`src/design/hcsp_pkg.sv`:
```
package hcsp_pkg;

   // Opaque mid gray: 0.5 of full scale is byte code 128 for each color.
   localparam logic [31:0] FALLBACK_RESET = 32'hFF80_8080;

   localparam logic [7:0]  HASH_CHAR = 8'h23;
   localparam logic [3:0]  COUNT_CAP = 4'd9;

   // Digit counts that name a legal body format
   localparam logic [3:0]  FMT_RGB      = 4'd3;
   localparam logic [3:0]  FMT_RGBA     = 4'd4;
   localparam logic [3:0]  FMT_RRGGBB   = 4'd6;
   localparam logic [3:0]  FMT_AARRGGBB = 4'd8;

   typedef struct packed {
      logic [7:0] char_code;
      logic       last_char;
   } req_type;

   typedef struct packed {
      logic       color_valid;
      logic [7:0] alpha;
      logic [7:0] red;
      logic [7:0] green;
      logic [7:0] blue;
   } rsp_type;

   // Scan state after the current character, handed to the formatter
   typedef struct packed {
      logic [31:0] nibbles;
      logic [3:0]  count;
      logic        error;
   } scan_type;

endpackage

```
`src/design/hcsp_scan.sv`:
```
module hcsp_scan
   import hcsp_pkg::*;
(
   input  logic     clock,
   input  logic     reset,
   input  logic     take,      // an item is accepted this cycle
   input  req_type  req,
   output scan_type scan_next  // state including this character
);

   typedef enum logic [1:0] {
      PH_LEAD,
      PH_BODY,
      PH_TRAIL
   } phase_type;

   phase_type phase_ff, phase_in;
   scan_type  scan_ff;
   phase_type phase_nx;

   function automatic logic is_blank(input logic [7:0] c);
      is_blank = (c == 8'h20) || (c >= 8'h09 && c <= 8'h0D);
   endfunction

   // bit 4 set means not a hex digit
   function automatic logic [4:0] hex_value(input logic [7:0] c);
      logic [7:0] d;
      d = 8'd0;
      hex_value = 5'h10;
      if (c >= 8'h30 && c <= 8'h39) begin
         d = c - 8'h30;
         hex_value = d[4:0];
      end else if (c >= 8'h61 && c <= 8'h66) begin
         d = c - 8'h57;
         hex_value = d[4:0];
      end else if (c >= 8'h41 && c <= 8'h46) begin
         d = c - 8'h37;
         hex_value = d[4:0];
      end
   endfunction

   logic [4:0] hv;
   logic       is_hex;
   logic       blank;
   scan_type   with_digit;

   always_comb begin
      hv      = hex_value(req.char_code);
      is_hex  = !hv[4];
      blank   = is_blank(req.char_code);

      with_digit.nibbles = {scan_ff.nibbles[27:0], hv[3:0]};
      with_digit.count   = (scan_ff.count < COUNT_CAP) ? scan_ff.count + 4'd1 : scan_ff.count;
      with_digit.error   = scan_ff.error;

      scan_next = scan_ff;
      phase_nx  = phase_ff;
      unique case (phase_ff)
         PH_LEAD: begin
            if (blank) begin
               phase_nx = PH_LEAD;
            end else if (req.char_code == HASH_CHAR) begin
               phase_nx = PH_BODY;
            end else if (is_hex) begin
               phase_nx  = PH_BODY;
               scan_next = with_digit;
            end else begin
               scan_next.error = 1'b1;
            end
         end
         PH_BODY: begin
            if (is_hex) begin
               scan_next = with_digit;
            end else if (blank) begin
               phase_nx = PH_TRAIL;
            end else begin
               scan_next.error = 1'b1;
            end
         end
         default: begin
            // trailing whitespace; the unused code behaves the same
            if (!blank) begin
               scan_next.error = 1'b1;
            end
         end
      endcase

      // the last character closes the string and rearms the scanner
      phase_in = req.last_char ? PH_LEAD : phase_nx;
   end

   always_ff @(posedge clock) begin
      if (reset) begin
         phase_ff <= PH_LEAD;
         scan_ff  <= '0;
      end else if (take) begin
         phase_ff <= phase_in;
         scan_ff  <= req.last_char ? scan_type'('0) : scan_next;
      end
   end

endmodule

```
`src/design/hcsp_format.sv`:
```
module hcsp_format
   import hcsp_pkg::*;
(
   input  scan_type    scan,
   input  logic [31:0] fallback_argb,
   output rsp_type     color
);

   function automatic logic [7:0] dup_nib(input logic [3:0] n);
      dup_nib = {n, n};
   endfunction

   logic ok;

   always_comb begin
      ok          = 1'b1;
      color.alpha = 8'hFF;
      color.red   = 8'h00;
      color.green = 8'h00;
      color.blue  = 8'h00;
      if (scan.error) begin
         ok = 1'b0;
      end else begin
         unique case (scan.count)
            FMT_RGB: begin
               color.red   = dup_nib(scan.nibbles[11:8]);
               color.green = dup_nib(scan.nibbles[7:4]);
               color.blue  = dup_nib(scan.nibbles[3:0]);
            end
            FMT_RGBA: begin
               color.red   = dup_nib(scan.nibbles[15:12]);
               color.green = dup_nib(scan.nibbles[11:8]);
               color.blue  = dup_nib(scan.nibbles[7:4]);
               color.alpha = dup_nib(scan.nibbles[3:0]);
            end
            FMT_RRGGBB: begin
               color.red   = scan.nibbles[23:16];
               color.green = scan.nibbles[15:8];
               color.blue  = scan.nibbles[7:0];
            end
            FMT_AARRGGBB: begin
               color.alpha = scan.nibbles[31:24];
               color.red   = scan.nibbles[23:16];
               color.green = scan.nibbles[15:8];
               color.blue  = scan.nibbles[7:0];
            end
            default: begin
               ok = 1'b0;
            end
         endcase
      end

      if (!ok) begin
         color.alpha = fallback_argb[31:24];
         color.red   = fallback_argb[23:16];
         color.green = fallback_argb[15:8];
         color.blue  = fallback_argb[7:0];
      end
      color.color_valid = ok;
   end

endmodule

```
`src/design/hex_color_string_parser.sv`:
```
// Hex color string parser. Feed a color string one character per item on the
// req_ channel, with last_char set on its final character; that item produces
// exactly one rsp_ item, all other characters produce none. Surrounding
// whitespace (space, 0x09..0x0D) and one leading '#' are allowed; the body
// must be 3, 4, 6 or 8 hex digits (RGB, RGBA, RRGGBB, AARRGGBB), short forms
// doubled per digit. Anything else returns the csr_ fallback color with
// color_valid low. Throughput is one character per clock while req_stall is
// low: the scanner updates its state in the cycle a character is taken, and
// the result register loads the decoded color on that same edge, so the result
// appears in the cycle after the last character is taken. req_stall is high only while a result sits unclaimed
// in the result register and rsp_stall holds it there; the register is freed
// and reloaded on the same edge when the result is taken.
module hex_color_string_parser
   import hcsp_pkg::*;
(
   input  logic        clock,
   input  logic        reset,

   input  logic        req_valid,
   output logic        req_stall,
   input  req_type     req_data,

   output logic        rsp_valid,
   input  logic        rsp_stall,
   output rsp_type     rsp_data,

   input  logic        csr_wr_en,
   input  logic [31:0] csr_wr_data
);

   logic        take;
   scan_type    scan_next;
   rsp_type     color;

   logic [31:0] fallback_ff;
   logic        rsp_valid_ff, rsp_valid_in;
   rsp_type     rsp_data_ff;

   // Result register can take a new item if empty or draining this cycle
   assign req_stall = rsp_valid_ff && rsp_stall;
   assign take      = req_valid && !req_stall;

   hcsp_scan u_scan (
      .clock     (clock),
      .reset     (reset),
      .take      (take),
      .req       (req_data),
      .scan_next (scan_next)
   );

   hcsp_format u_format (
      .scan          (scan_next),
      .fallback_argb (fallback_ff),
      .color         (color)
   );

   always_comb begin
      rsp_valid_in = rsp_valid_ff && rsp_stall;
      if (take && req_data.last_char) begin
         rsp_valid_in = 1'b1;
      end
   end

   // Fallback color register
   always_ff @(posedge clock) begin
      if (reset) begin
         fallback_ff <= FALLBACK_RESET;
      end else if (csr_wr_en) begin
         fallback_ff <= csr_wr_data;
      end
   end

   // Result register; payload needs no reset
   always_ff @(posedge clock) begin
      if (reset) begin
         rsp_valid_ff <= 1'b0;
      end else begin
         rsp_valid_ff <= rsp_valid_in;
      end
   end

   always_ff @(posedge clock) begin
      if (take && req_data.last_char) begin
         rsp_data_ff <= color;
      end
   end

   assign rsp_valid = rsp_valid_ff;
   assign rsp_data  = rsp_data_ff;

endmodule

```
`config.mk`:
```
export PLATFORM = sky130hd
export DESIGN_NAME = hex_color_string_parser
export DESIGN_NICKNAME = d
export VERILOG_FILES = /design/src/design/hcsp_pkg.sv /design/src/design/hcsp_scan.sv /design/src/design/hcsp_format.sv /design/src/design/hex_color_string_parser.sv
export SDC_FILE = /design/constraint.sdc
export NUM_CORES = 1
export LEC_CHECK = 0
export BUFFER_PORTS_ARGS = -buffer_cell sky130_fd_sc_hd__buf_2
export CORE_MARGIN = 2
export CORE_UTILIZATION = 50
export CTS_CLUSTER_SIZE = 24
export DETAILED_ROUTE_END_ITERATION = 10
export PLACE_DENSITY = 0.71
export SLEW_MARGIN = 20
export SYNTH_ARGS = -nofsm -noshare
export SYNTH_HDL_FRONTEND = slang
export SYNTH_HIERARCHICAL = 1
export SYNTH_SLANG_ARGS = --single-unit
```
`constraint.sdc`:
```
create_clock -name clock -period 10.8 [get_ports clock]
set_input_delay 1.62 -clock clock [delete_from_list [all_inputs] [get_ports clock]]
set_output_delay 1.62 -clock clock [all_outputs]
set_load 0.02 [all_outputs]
```
==> summary.txt, run 1 <==
Status
  – Outcome: complete, no violations

Synthesis
  – Synth Flop Type: dfxtp_1
  – Post-synthesis register bit count: 105
  – Dominant cells by area after synthesis: dfxtp_1 (27%), edfxtp_1 (18%), mux2i_1 (4.8%)
  – Mapped cell area: 5414 um^2
  – Yosys top cell by area: dfxtp_1
  – Synth warn: 6
  – Synth cell count leaders: dfxtp_1 (72), nor2_1 (61), a21oi_1 (43), edfxtp_1 (33), nand2_1 (28)
  – Synth top area share: 26.62%
  – EDFF count, synth: 33
  – Post-synthesis sequential area ratio: 44.93%
  – Async SR Flop Fraction: 0%
  – Syn nets: 586
  – Cell variety after synth: 71
  – Synth Instances: 534
  – Most frequent cell after synthesis: dfxtp_1
  – Synthesized area per cell: 10.14 um^2

Power and ir drop
  – Net Sw Power: 0.2028 mW
  – Internal power: 0.5462 mW
  – Combinational share of power: 12.5%
  – Leak: 2.237 nW
  – Sw Ratio: 27.07%
  – Power share of the clock group: 29.8%
  – Sequential Power Share: 57.7%
  – Power density cells: 127.3 nW/um^2
  – VDD IR max: 0.00006788 V

Layout
  – Layout area overhead: 8.643%
  – Final Net Count: 643
  – # diodes: 0
  – Fraction of layout cells with a size suffix above 1: 22.15%
  – Post-route cell area: 5882 um^2
  – Fillers: 924

Placed design
  – Placement-stage cell area: 5704 um^2
  – Post-DP HPWL: 8511 um
  – Routability cong.: 0.8491
  – Buffers on Ports: 80

CTS
  – Clk slew on worst S/H paths: 0.10 ns
  – Clock Latency Late Sink: 0.36 ns
  – Post-CTS setup buffers: 0
  – Clock Sink Count: 105
  – CTS tree: yes
  – Post-cts gate resize count: 0
  – Num CTS Buffers: 9
  – Max Root-Sink Buffers: 2
  – # hold bufs at CTS: 0
  – Clock root cell: clkbuf_8
  – H-tree Lvls: 3

Drt
  – Routed WL: 11,880 um
  – Vias: 4,204
  – Final ANT Viol Nets: 0
  – DR iter-0 viols: 286
  – WL/cell: 16.23 um
  – Drt pass-1 iters: 5
  – Vias per cell: 5.743
  – Remaining DRCs: 0

Worst setup path
  – Reg-to-reg startpoint: u_scan/scan_ff[1]$_SDFFE_PP0P_
  – Worst reg2reg path endpoint: rsp_data[24]$_DFFE_PP_
  – WP buf/inv: 3
  – Critical Path Sink Type: register
  – Worst reg2reg path depth: 11
  – CP arrival: 5.08 ns
  – Slowest CP cell: xnor2_1
  – CP Class: input pin to register
  – Cell family with most CP delay: compound AO/OA/AOI/OAI gates
  – Worst-path cell chain: buf_2, inv_1, ha_1, o21ba_2, o21a_1, o21a_4, nand3_1, xnor2_1, or3b_1, nand2_4, o21bai_4, inv_6, a21oi_1
  – CP startpoint: req_data[2]
  – Startpoint types: input pin
  – CP required: 10.90 ns
  – Flop-to-flop setup slack: 7.03 ns
  – Max incr delay on CP: 0.72 ns
  – Crit path max fanout: 49

STA
  – Unrepaired setup endpoints after global routing: false
  – Fin crit period: 4.981 ns
  – Final period utilization: 46.12%
  – Setup TNS: 0 ns
  – Layout Skew: 0.008615 ns
  – Slew HR: 32.95%
  – Worst-Margin Slew: 1.002 ns
  – Final setup fails: 0
  – Final hold vios: 0
  – Pins Over Slew Limit: 0
  – Fmax: 200.8 MHz

Floorplan
  – Die X: 108.1 um
  – Row count: 37
  – I/O Pins: 81
  – Die Footprint: 11,680 um^2
  – Initial Util: 51.98%
  – Die height: 108.1 um
  – CORE AREA: 10,420 um^2

Global routing
  – Pin count of the biggest net entering global routing: 50
  – Global-route wire length before repair: 19,330 um
  – GRT Util Overall: 20.89%
  – Vias in the first global route: 4,008
  – Antenna violations before repair: 0
  – Grt ovf: 0

Hold path
  – WHS Endpoint: u_scan/scan_ff[17]$_SDFFE_PP0P_
  – Hold depth: 1
  – Hold_sp: u_scan/scan_ff[13]$_SDFFE_PP0P_
  – Hold crit path type: register to register

Job
  – Max Cap Viol: 0
-- power by group through the flow --
stage	clock [mW]	combinational [mW]	sequential (mW)
6_report	0.223	0.0939	0.432
5_1_grt	0.247	0.104	0.434
4_1_cts	0.230	0.0938	0.432
3_5_place_dp	0	0.0933	0.441
3_3_place_gp	0	0.0902	0.441
2_1_floorplan	0	0.0623	0.447
-- how the worst max path moves through the flow --
stage                                   to  slack, ns  cells past startpoint
global placement    rsp_data[29]$_DFFE_PP_       5.57                     11
floorplan           rsp_data[12]$_DFFE_PP_       6.24                     13
global route        rsp_data[23]$_DFFE_PP_       5.48                     14
CTS                 rsp_data[24]$_DFFE_PP_       5.86                     11
finish              rsp_data[24]$_DFFE_PP_       5.82                     13
detailed placement   rsp_data[2]$_DFFE_PP_       5.49                     13
-- stage by stage --
step,hold slack [ns],util (%),worst slack [ns],total power [mW],cells
3_5_place_dp,0.4524,54.76,5.491,0.5346,716
6_report,0.4644,56.47,5.819,0.7490,732
3_3_place_gp,0.4481,54.76,5.573,0.5311,716
4_1_cts,0.4657,56.47,5.855,0.7561,732
2_1_floorplan,0.4396,-,6.240,0.5089,534
5_1_grt,0.4944,56.47,5.480,0.7845,732
-- cells by family (layout without fill, tap and decap cells) --
logic type	Yosys count	after routing	share of synthesized area, %
buffers and inverters	58	120	7.049
multiplexers	45	45	8.759
adder cells (fa/ha/maj)	6	6	1.387
XOR/XNOR	3	3	0.4854
AND/OR/NAND/NOR	147	147	13.80
flip-flops	105	105	44.93
AO/OA/AOI/OAI	170	170	23.60
-- per-layer routing --
| metal | wire length [um] | part of all wire [%] | global-route usage, % | vias to the layer above |
|---|---|---|---|---|
| li1 | - | - | - | 2073 |
| met1 | 5263 | 44 | 27.10 | 1971 |
| met2 | 5683 | 48 | 34.37 | 141 |
| met3 | 635 | 5.3 | 4.943 | 19 |
| met4 | 298 | 2.5 | 7.051 | 0 |
| met5 | 0 | 0 | 0 | - |
-- state kept, by name, indices dropped and copies added, names as in the netlist --
signal,cells
fallback_ff,32
u_scan/phase_ff,2
rsp_valid,1
rsp_data,33
u_scan/scan_ff,37
-- area by class of cell --
cell class                      instances  area (um^2)  area share, %
Clock buffer                            9        123.9          2.106
Clock inverter                          7        53.80         0.9147
Inverter                               23        91.34          1.553
Multi-Input combinational cell        371         2603          44.25
Sequential cell                       105         2432          41.35
Tap cell                              136        170.2          2.893
Timing Repair Buffer                   81        407.9          6.935
-- worst reg2reg max path, cell delays in order (launching register included) --
cell and delay [ns]:
dfxtp_1 0.36, inv_1 0.10, ha_1 0.15, inv_1 0.04
o21ai_0 0.45, o211ai_1 0.35, xnor2_1 0.62, nand3b_1 0.32
nor2_2 0.45, o21bai_4 0.20, inv_6 0.31, a21oi_1 0.15
-- layout by cell type, fill, tap and decap left out, types with 2 or more instances in the layout --
cell type	count
clkbuf_8	9
edfxtp_1	33
a21oi_2	10
nor2_1	60
o32ai_1	10
clkinv_1	2
o2bb2ai_1	10
o22ai_1	5
xnor2_1	3
nand3_1	4
a2bb2oi_1	2
and2b_1	6
nand2b_1	11
a22oi_1	5
nand2_1	28
a31oi_1	2
nand3b_1	2
a22o_1	23
a211o_1	11
nor3b_1	6
nor2_2	2
buf_2	80
o21ai_0	24
o32ai_2	2
nor2b_1	6
mux2i_1	26
inv_1	21
mux2_2	7
or4b_4	2
inv_6	3
nor3_1	7
a221oi_1	5
ha_1	6
or3b_2	2
dfxtp_1	72
mux2_1	12
a21oi_1	43
(Power assumes the default switching activity.)
==> run 2, diff against run 1 <==
- ABC_AREA: default -> 1
- PLACE_DENSITY: 0.71 -> 0.73
- clock period: 10.8 -> 4.1 ns (I/O delays scaled with it)
==> summary.txt, run 2 <==
Status
  – Outcome: complete, no violations

CTS
  – Max Root-Sink Buffers: 2 (unchanged)
  – Num CTS Buffers: 9 (unchanged)
  – Clock Latency Late Sink: 0.35 ns (about the same)
  – H-tree Lvls: 3 (unchanged)
  – Clock Sink Count: 105 (unchanged)
  – Post-CTS setup buffers: 0 (unchanged)
  – Clk slew on worst S/H paths: 0.07 ns (-0.03 ns)
  – CTS tree: yes
  – # hold bufs at CTS: 0 (unchanged)
  – Clock root cell: clkbuf_16
  – Post-cts gate resize count: 0 (unchanged)

Worst setup path
  – Cell mode on critical path: nand2_1
  – Critical Path Sink Type: register
  – Max incr delay on CP: 0.68 ns (-0.04 ns)
  – WP buf/inv: 4 (+1)
  – Startpoint types: input pin
  – CP required: 4.32 ns (-6.58 ns)
  – CP startpoint: req_data[1]
  – CP arrival: 3.44 ns (-1.64 ns)
  – Worst reg2reg path endpoint: rsp_data[1]$_DFFE_PP_
  – Worst-path cell chain: buf_2, inv_1, ha_1, o21ai_2, nand2_2, nand2_2, nand2_2, buf_4, nand3_1, nand2_1, nor2_1, nand3_1, nand2_1, inv_1, nand2_1, nand2_1, nand2_1
  – Reg-to-reg startpoint: u_scan/phase_ff[1]$_SDFFE_PP0P_
  – Crit path max fanout: 21 (-57%)
  – Worst reg2reg path depth: 12 (+1)
  – Cell family with most CP delay: simple AND/OR/NAND/NOR gates
  – Slowest CP cell: nor2_1
  – CP Class: input pin to register
  – Flop-to-flop setup slack: 1.19 ns (-5.84 ns)

Global routing
  – GRT Util Overall: 23.80% (+2.9 points)
  – Antenna violations before repair: 0 (unchanged)
  – Pin count of the biggest net entering global routing: 40 (-20%)
  – Global-route wire length before repair: 24,710 um (+28%)
  – Grt ovf: 0 (unchanged)
  – Vias in the first global route: 5,241 (+31%)

Synthesis
  – Syn nets: 970 (+66%)
  – Synthesized area per cell: 6.631 um^2 (-35%)
  – Synth warn: 6 (unchanged)
  – Yosys top cell by area: nand2_1
  – Cell variety after synth: 28 (-61%)
  – Most frequent cell after synthesis: nand2_1
  – Synth cell count leaders: nand2_1 (393), nand3_1 (83), inv_1 (74), dfxtp_1 (72), nor2_1 (64)
  – Mapped cell area: 6087 um^2 (+12%)
  – Dominant cells by area after synthesis: nand2_1 (24%), dfxtp_1 (24%), edfxtp_1 (16%)
  – Synth Flop Type: dfxtp_1
  – EDFF count, synth: 33 (unchanged)
  – Synth top area share: 24.23% (-2.4 points)
  – Synth Instances: 918 (+72%)
  – Post-synthesis register bit count: 105 (unchanged)
  – Post-synthesis sequential area ratio: 39.96% (-5.0 points)
  – Async SR Flop Fraction: 0% (unchanged)

Hold path
  – Hold depth: 2 (+1)
  – Hold crit path type: register to register
  – Hold_sp: fallback_ff[7]$_SDFFE_PP1P_
  – WHS Endpoint: fallback_ff[7]$_SDFFE_PP1P_

STA
  – Fmax: 310.4 MHz
  – Layout Skew: 0.009191 ns (+0.0005752 ns)
  – Pins Over Slew Limit: 0 (unchanged)
  – Final period utilization: 78.59%
  – Unrepaired setup endpoints after global routing: false
  – Slew HR: 44.96% (+12 points)
  – Final setup fails: 0 (unchanged)
  – Worst-Margin Slew: 0.8225 ns (-0.1794 ns)
  – Fin crit period: 3.222 ns
  – Final hold vios: 0 (unchanged)
  – Hold Slack: 0.4624 ns (-0.002049 ns)
  – Setup TNS: 0 ns (unchanged)

Layout
  – Max reg flops: 37 (unchanged)
  – Commonest cells after routing, fill and taps aside: nand2_1 (393), nand3_1 (83), buf_2 (80), inv_1 (74), dfxtp_1 (72)
  – Reg area: 2432 um^2 (unchanged)
  – Fraction of layout cells with a size suffix above 1: 14.48% (-7.7 points)
  – Fillers: 1,148 (+24%)
  – # diodes: 0 (unchanged)
  – Biggest register: u_scan/scan_ff
  – Most common cell after layout, fill and taps aside: nand2_1
  – Layout area overhead: 11.51%
  – Post-route cell area: 6788 um^2 (+15%)
  – Final Net Count: 1,021 (+59%)
  – Multi-input gate area in the final layout: 3055 um^2 (+17%)
  – Fin cells: 1,121 (+53%)

Drt
  – Vias: 5,794 (+38%)
  – WL/cell: 13.50 um (-17%)
  – Remaining DRCs: 0 (unchanged)
  – Routed WL: 15,130 um (+27%)
  – Drt pass-1 iters: 5 (unchanged)
  – Vias per cell: 5.169 (-10%)
  – Final ANT Viol Nets: 0 (unchanged)
  – DR iter-0 viols: 519 (+81%)

Power and ir drop
  – Leak: 3.259 nW (+46%)
  – Pwr Total: 2.473 mW (+230%)
  – VDD IR max: 0.0002417 V (+260%)
  – Power density cells: 364.3 nW/um^2 (+190%)

Job
  – Max Cap Viol: 0 (unchanged)

Placed design
  – Post-DP HPWL: 10,520 um (+24%)
  – Buffers on Ports: 80 (unchanged)
  – Placement-stage cell area: 6459 um^2 (+13%)
  – Placed Instances: 1,105 (+54%)
  – Routability cong.: 0.8839 (+4.1%)

Floorplan
  – Die height: 114.3 um (+5.8%)
  – Die X: 114.3 um (+5.8%)
  – I/O Pins: 81 (unchanged)
  – Initial Util: 50.89% (-1.1 points)
  – CORE AREA: 11,960 um^2 (+15%)
  – Row count: 40 (+8.1%)
  – Die Footprint: 13,070 um^2 (+12%)
[run 2: cell count changes after synthesis, sizes merged, moves of 8 or more]
cell,delta
nor2,+8
mux2i,-26
o2bb2ai,-10
mux2,-19
nand3,+80
inv,+58
nand2b,-11
a211o,-11
clkbuf,+12
a22o,-23
o211ai,+34
o32ai,-12
nand2,+382
a21oi,-14
[run 2: layout make-up]
type                            instances  share of cell area, %
Clock buffer                           11                  3.576
Clock inverter                          5                  1.272
Inverter                               81                  4.479
Multi-Input combinational cell        681                  45.01
Sequential cell                       105                  35.83
Tap cell                              147                  2.710
Timing Repair Buffer                   91                  7.115
[run 2: worst reg2reg max path: stages, from the launching register on]
cell and delay [ns]:
dfxtp_1 0.33, inv_1 0.09, nand2_1 0.10, clkinv_1 0.45, o211ai_1 0.35, nand2_1 0.21
nor2_1 0.68, nand3_1 0.21, nand2_1 0.12, inv_1 0.04, nand2_1 0.06, nand2_1 0.06
nand2_1 0.08
[run 2: worst max path at each step]
stage / cells past startpoint / end / slack [ns]
6_report: 17 / rsp_data[1]$_DFFE_PP_ / 0.88
4_1_cts: 20 / rsp_data[22]$_DFFE_PP_ / 0.93
5_1_grt: 19 / rsp_data[22]$_DFFE_PP_ / 0.52
3_5_place_dp: 17 / rsp_data[1]$_DFFE_PP_ / 0.58
2_1_floorplan: 3 / rsp_data[0]$_DFFE_PP_ / 0.55
3_3_place_gp: 17 / rsp_data[2]$_DFFE_PP_ / 0.64
[run 2: kinds of logic (layout without fill, tap and decap cells)]
logic type	after synthesis	after routing	share of synthesized area [%]
simple gates	574	574	39.01
buf+inv	132	188	9.928
flops	105	105	39.96
compound gates	100	100	9.723
fa+ha+maj	6	6	1.233
xor+xnor	1	1	0.1439
[run 2: stage by stage]
stage               util, %  worst slack [ns]
floorplan                 -            0.5529
global placement      54.00            0.6441
detailed placement    54.00            0.5817
CTS                   56.75            0.9282
global route          56.75            0.5223
finish                56.75            0.8779
[run 2: report_power, final]
group	leakage [nW]	internal, mW	switching (mW)
sequential	0.896	1.12	0.0228
clock	0.161	0.558	0.389
combinational	2.20	0.108	0.272
[run 2: routing by layer]
layer  up-vias  global-route usage [%]  wire, um
met5         -                       0         0
met2       180                   41.11      7366
met4         0                   6.016       233
met3        18                   4.976       879
met1      2576                   30.47      6652
li1       3020                       -         -
==> run 3, diff against run 2 <==
- clock period: 4.1 -> 2.8 ns (I/O delays scaled with it)
==> summary.txt, run 3 (same netlist as run 2, synthesis figures left out) <==
Layout
  – Commonest cells after routing, fill and taps aside: nand2_1 (393), nand3_1 (83), buf_2 (80), inv_1 (74), dfxtp_1 (72)
  – Biggest register: u_scan/scan_ff
  – Max reg flops: 37 (unchanged)
  – Layout area overhead: 14.31%
  – Fin cells: 1,139 (+1.6%)
  – Fillers: 1,154 (+0.52%)
  – Most common cell after layout, fill and taps aside: nand2_1
  – Multi-input gate area in the final layout: 3064 um^2 (+0.29%)
  – Fraction of layout cells with a size suffix above 1: 16.13% (+1.7 points)
  – # diodes: 0 (unchanged)
  – Reg area: 2432 um^2 (unchanged)
  – Post-route cell area: 6958 um^2 (+2.5%)
  – Final Net Count: 1,039 (+1.8%)

Placed design
  – Buffers on Ports: 80 (unchanged)
  – Post-DP HPWL: 10,550 um (+0.22%)
  – Dpl ws: -0.08163 ns (-0.6633 ns)
  – Routability cong.: 0.8628 (-2.4%)
  – Placed Instances: 1,123 (+1.6%)
  – Placement-stage cell area: 6650 um^2 (+3.0%)

Job
  – Max Cap Viol: 0 (unchanged)

Worst setup path
  – Worst reg2reg path endpoint: rsp_data[23]$_DFFE_PP_
  – CP Class: register to register
  – Crit path max fanout: 24 (+14%)
  – Critical Path Sink Type: register
  – Worst reg2reg path depth: 18 (+6)
  – CP required: 3.02 ns (-1.30 ns)
  – Reg-to-reg startpoint: u_scan/scan_ff[1]$_SDFFE_PP0P_
  – Flop-to-flop setup slack: 0.29 ns (-0.90 ns)
  – Startpoint types: register
  – CP arrival: 2.74 ns (-0.70 ns)

Status
  – Outcome: complete, no violations

STA
  – Final period utilization: 89.81%
  – Pins Over Slew Limit: 0 (unchanged)
  – Slew HR: 62.35% (+17 points)
  – Unrepaired setup endpoints after global routing: false
  – Fin crit period: 2.515 ns
  – Worst-Margin Slew: 0.5640 ns (-0.2586 ns)
  – Layout Skew: 0.006002 ns (-0.003189 ns)
  – Final setup fails: 0 (unchanged)
  – Final hold vios: 0 (unchanged)
  – Fmax: 397.7 MHz
  – Setup ws final: 0.2853 ns (-0.5926 ns)
  – Setup TNS: 0 ns (unchanged)
  – Hold Slack: 0.2855 ns (-0.1769 ns)

Hold path
  – Hold depth: 3 (+1)
  – Hold_sp: csr_wr_data[28]
  – WHS Endpoint: fallback_ff[28]$_SDFFE_PP1P_
  – Hold crit path type: input pin to register

CTS
  – Clock Sink Count: 105 (unchanged)
  – Post-cts gate resize count: 0 (unchanged)
  – Max Root-Sink Buffers: 2 (unchanged)
  – Clk slew on worst S/H paths: 0.07 ns (about the same)
  – Num CTS Buffers: 9 (unchanged)
  – Post-CTS setup buffers: 0 (unchanged)
  – Clock Latency Late Sink: 0.34 ns (about the same)
  – Clock root cell: clkbuf_16
  – H-tree Lvls: 3 (unchanged)
  – CTS tree: yes
  – # hold bufs at CTS: 0 (unchanged)

Global routing
  – Grt peak-use layer: met2
  – Antenna violations before repair: 0 (unchanged)
  – Pin count of the biggest net entering global routing: 39 (-2.5%)
  – Met2 usage: 39.72% (-1.4 points)
  – Grt ovf: 0 (unchanged)
  – GRT Util Overall: 23.80% (about the same)
  – Global-route wire length before repair: 25,010 um (+1.2%)
  – Met3 Use GR: 3.812% (-1.2 points)
  – Vias in the first global route: 5,306 (+1.2%)
  – M1 GR Usage: 31.86% (+1.4 points)

Drt
  – Remaining DRCs: 0 (unchanged)
  – DR iter-0 viols: 556 (+7.1%)
  – Drt pass-1 iters: 5 (unchanged)
  – Vias per cell: 5.132 (-0.71%)
  – WL/cell: 13.29 um (-1.6%)
  – Routed WL: 15,130 um (about the same)
  – Final ANT Viol Nets: 0 (unchanged)
  – Vias: 5,845 (+0.88%)

Floorplan
  – I/O Pins: 81 (unchanged)
  – Row count: 40 (unchanged)
  – Initial Util: 50.89% (unchanged)
  – Die X: 114.3 um (unchanged)
  – Die height: 114.3 um (unchanged)
  – CORE AREA: 11,960 um^2 (unchanged)
  – Die Footprint: 13,070 um^2 (unchanged)

Power and ir drop
  – Sequential Power Share: 47.3% (+0.9 points)
  – Leak: 3.358 nW (+3.0%)
  – Power share of the clock group: 36.2% (-2.1 points)
  – VDD IR max: 0.0004007 V (+66%)
  – Combinational share of power: 16.5% (+1.1 points)
  – Net Sw Power: 1.014 mW (+48%)
  – Internal power: 2.535 mW (+42%)
  – Sw Ratio: 28.58% (+0.92 points)
  – Power density cells: 510.1 nW/um^2 (+40%)
## run 3: cell types whose count changed in the layout (fill, tap and decap cells not counted)
cell | previous run | this run
nor3_4 | 0 | 1
nor3_2 | 1 | 0
inv_6 | 2 | 1
nor2_1 | 64 | 63
inv_8 | 0 | 1
nor2_2 | 4 | 5
clkbuf_8 | 1 | 0
clkinv_4 | 1 | 3
bufinv_16 | 2 | 1
buf_4 | 11 | 25
buf_12 | 0 | 4
## run 3: layout make-up
cell class                      instances  share of cell area, %
Clock buffer                           10                  3.291
Clock inverter                          6                  1.097
Sequential cell                       105                  34.96
Tap cell                              147                  2.643
Inverter                               81                  4.370
Timing Repair Buffer                  109                  9.603
Multi-Input combinational cell        681                  44.04
## run 3: metal layers
layer / wire length, um / share of wire (%) / vias to the layer above
met1: 7036 / 46 / 2647
met4: 280 / 1.9 / 0
met5: 0 / 0 / -
met2: 7259 / 48 / 124
li1: - / - / 3056
met3: 558 / 3.7 / 18
## run 3: worst max-delay path by stage
| stage | startpoint | end | depth (start not counted) |
|---|---|---|---|
| 4_1_cts | req_data[2] | rsp_data[23]$_DFFE_PP_ | 19 |
| 3_5_place_dp | req_data[2] | rsp_data[23]$_DFFE_PP_ | 19 |
| 5_1_grt | u_scan/scan_ff[1]$_SDFFE_PP0P_ | rsp_data[27]$_DFFE_PP_ | 17 |
| 2_1_floorplan | req_data[2] | rsp_data[32]$_DFFE_PP_ | 19 |
| 6_report | u_scan/scan_ff[1]$_SDFFE_PP0P_ | rsp_data[23]$_DFFE_PP_ | 18 |
| 3_3_place_gp | req_data[2] | rsp_data[23]$_DFFE_PP_ | 19 |
## run 3: power by group through the flow
stage	Combinational, mW	Sequential, mW	Clock (mW)
2_1_floorplan	0.370	1.74	0
3_3_place_gp	0.575	1.71	0
3_5_place_dp	0.580	1.71	0
4_1_cts	0.584	1.68	1.31
5_1_grt	0.654	1.68	1.37
6_report	0.587	1.68	1.28
## run 3: metrics by stage
stage | util, % | power, mW
6_report | 58.17 | 3.549
3_5_place_dp | 55.60 | 2.293
4_1_cts | 58.15 | 3.574
2_1_floorplan | - | 2.110
5_1_grt | 58.17 | 3.708
3_3_place_gp | 55.60 | 2.287
## run 3: worst max-delay path: stages (launching register included)
cell and delay (ns):
dfxtp_1 0.42, inv_1 0.11, ha_1 0.22, nand2_1 0.06
nand2_1 0.09, nand2_1 0.08, inv_1 0.04, o21ai_0 0.14
o211ai_1 0.12, nand2_1 0.11, buf_4 0.15, inv_2 0.05
nor2_4 0.14, nand2_1 0.12, nand2_4 0.23, nand2_1 0.08
nand2_1 0.08, nand2_1 0.08, nand2_1 0.07
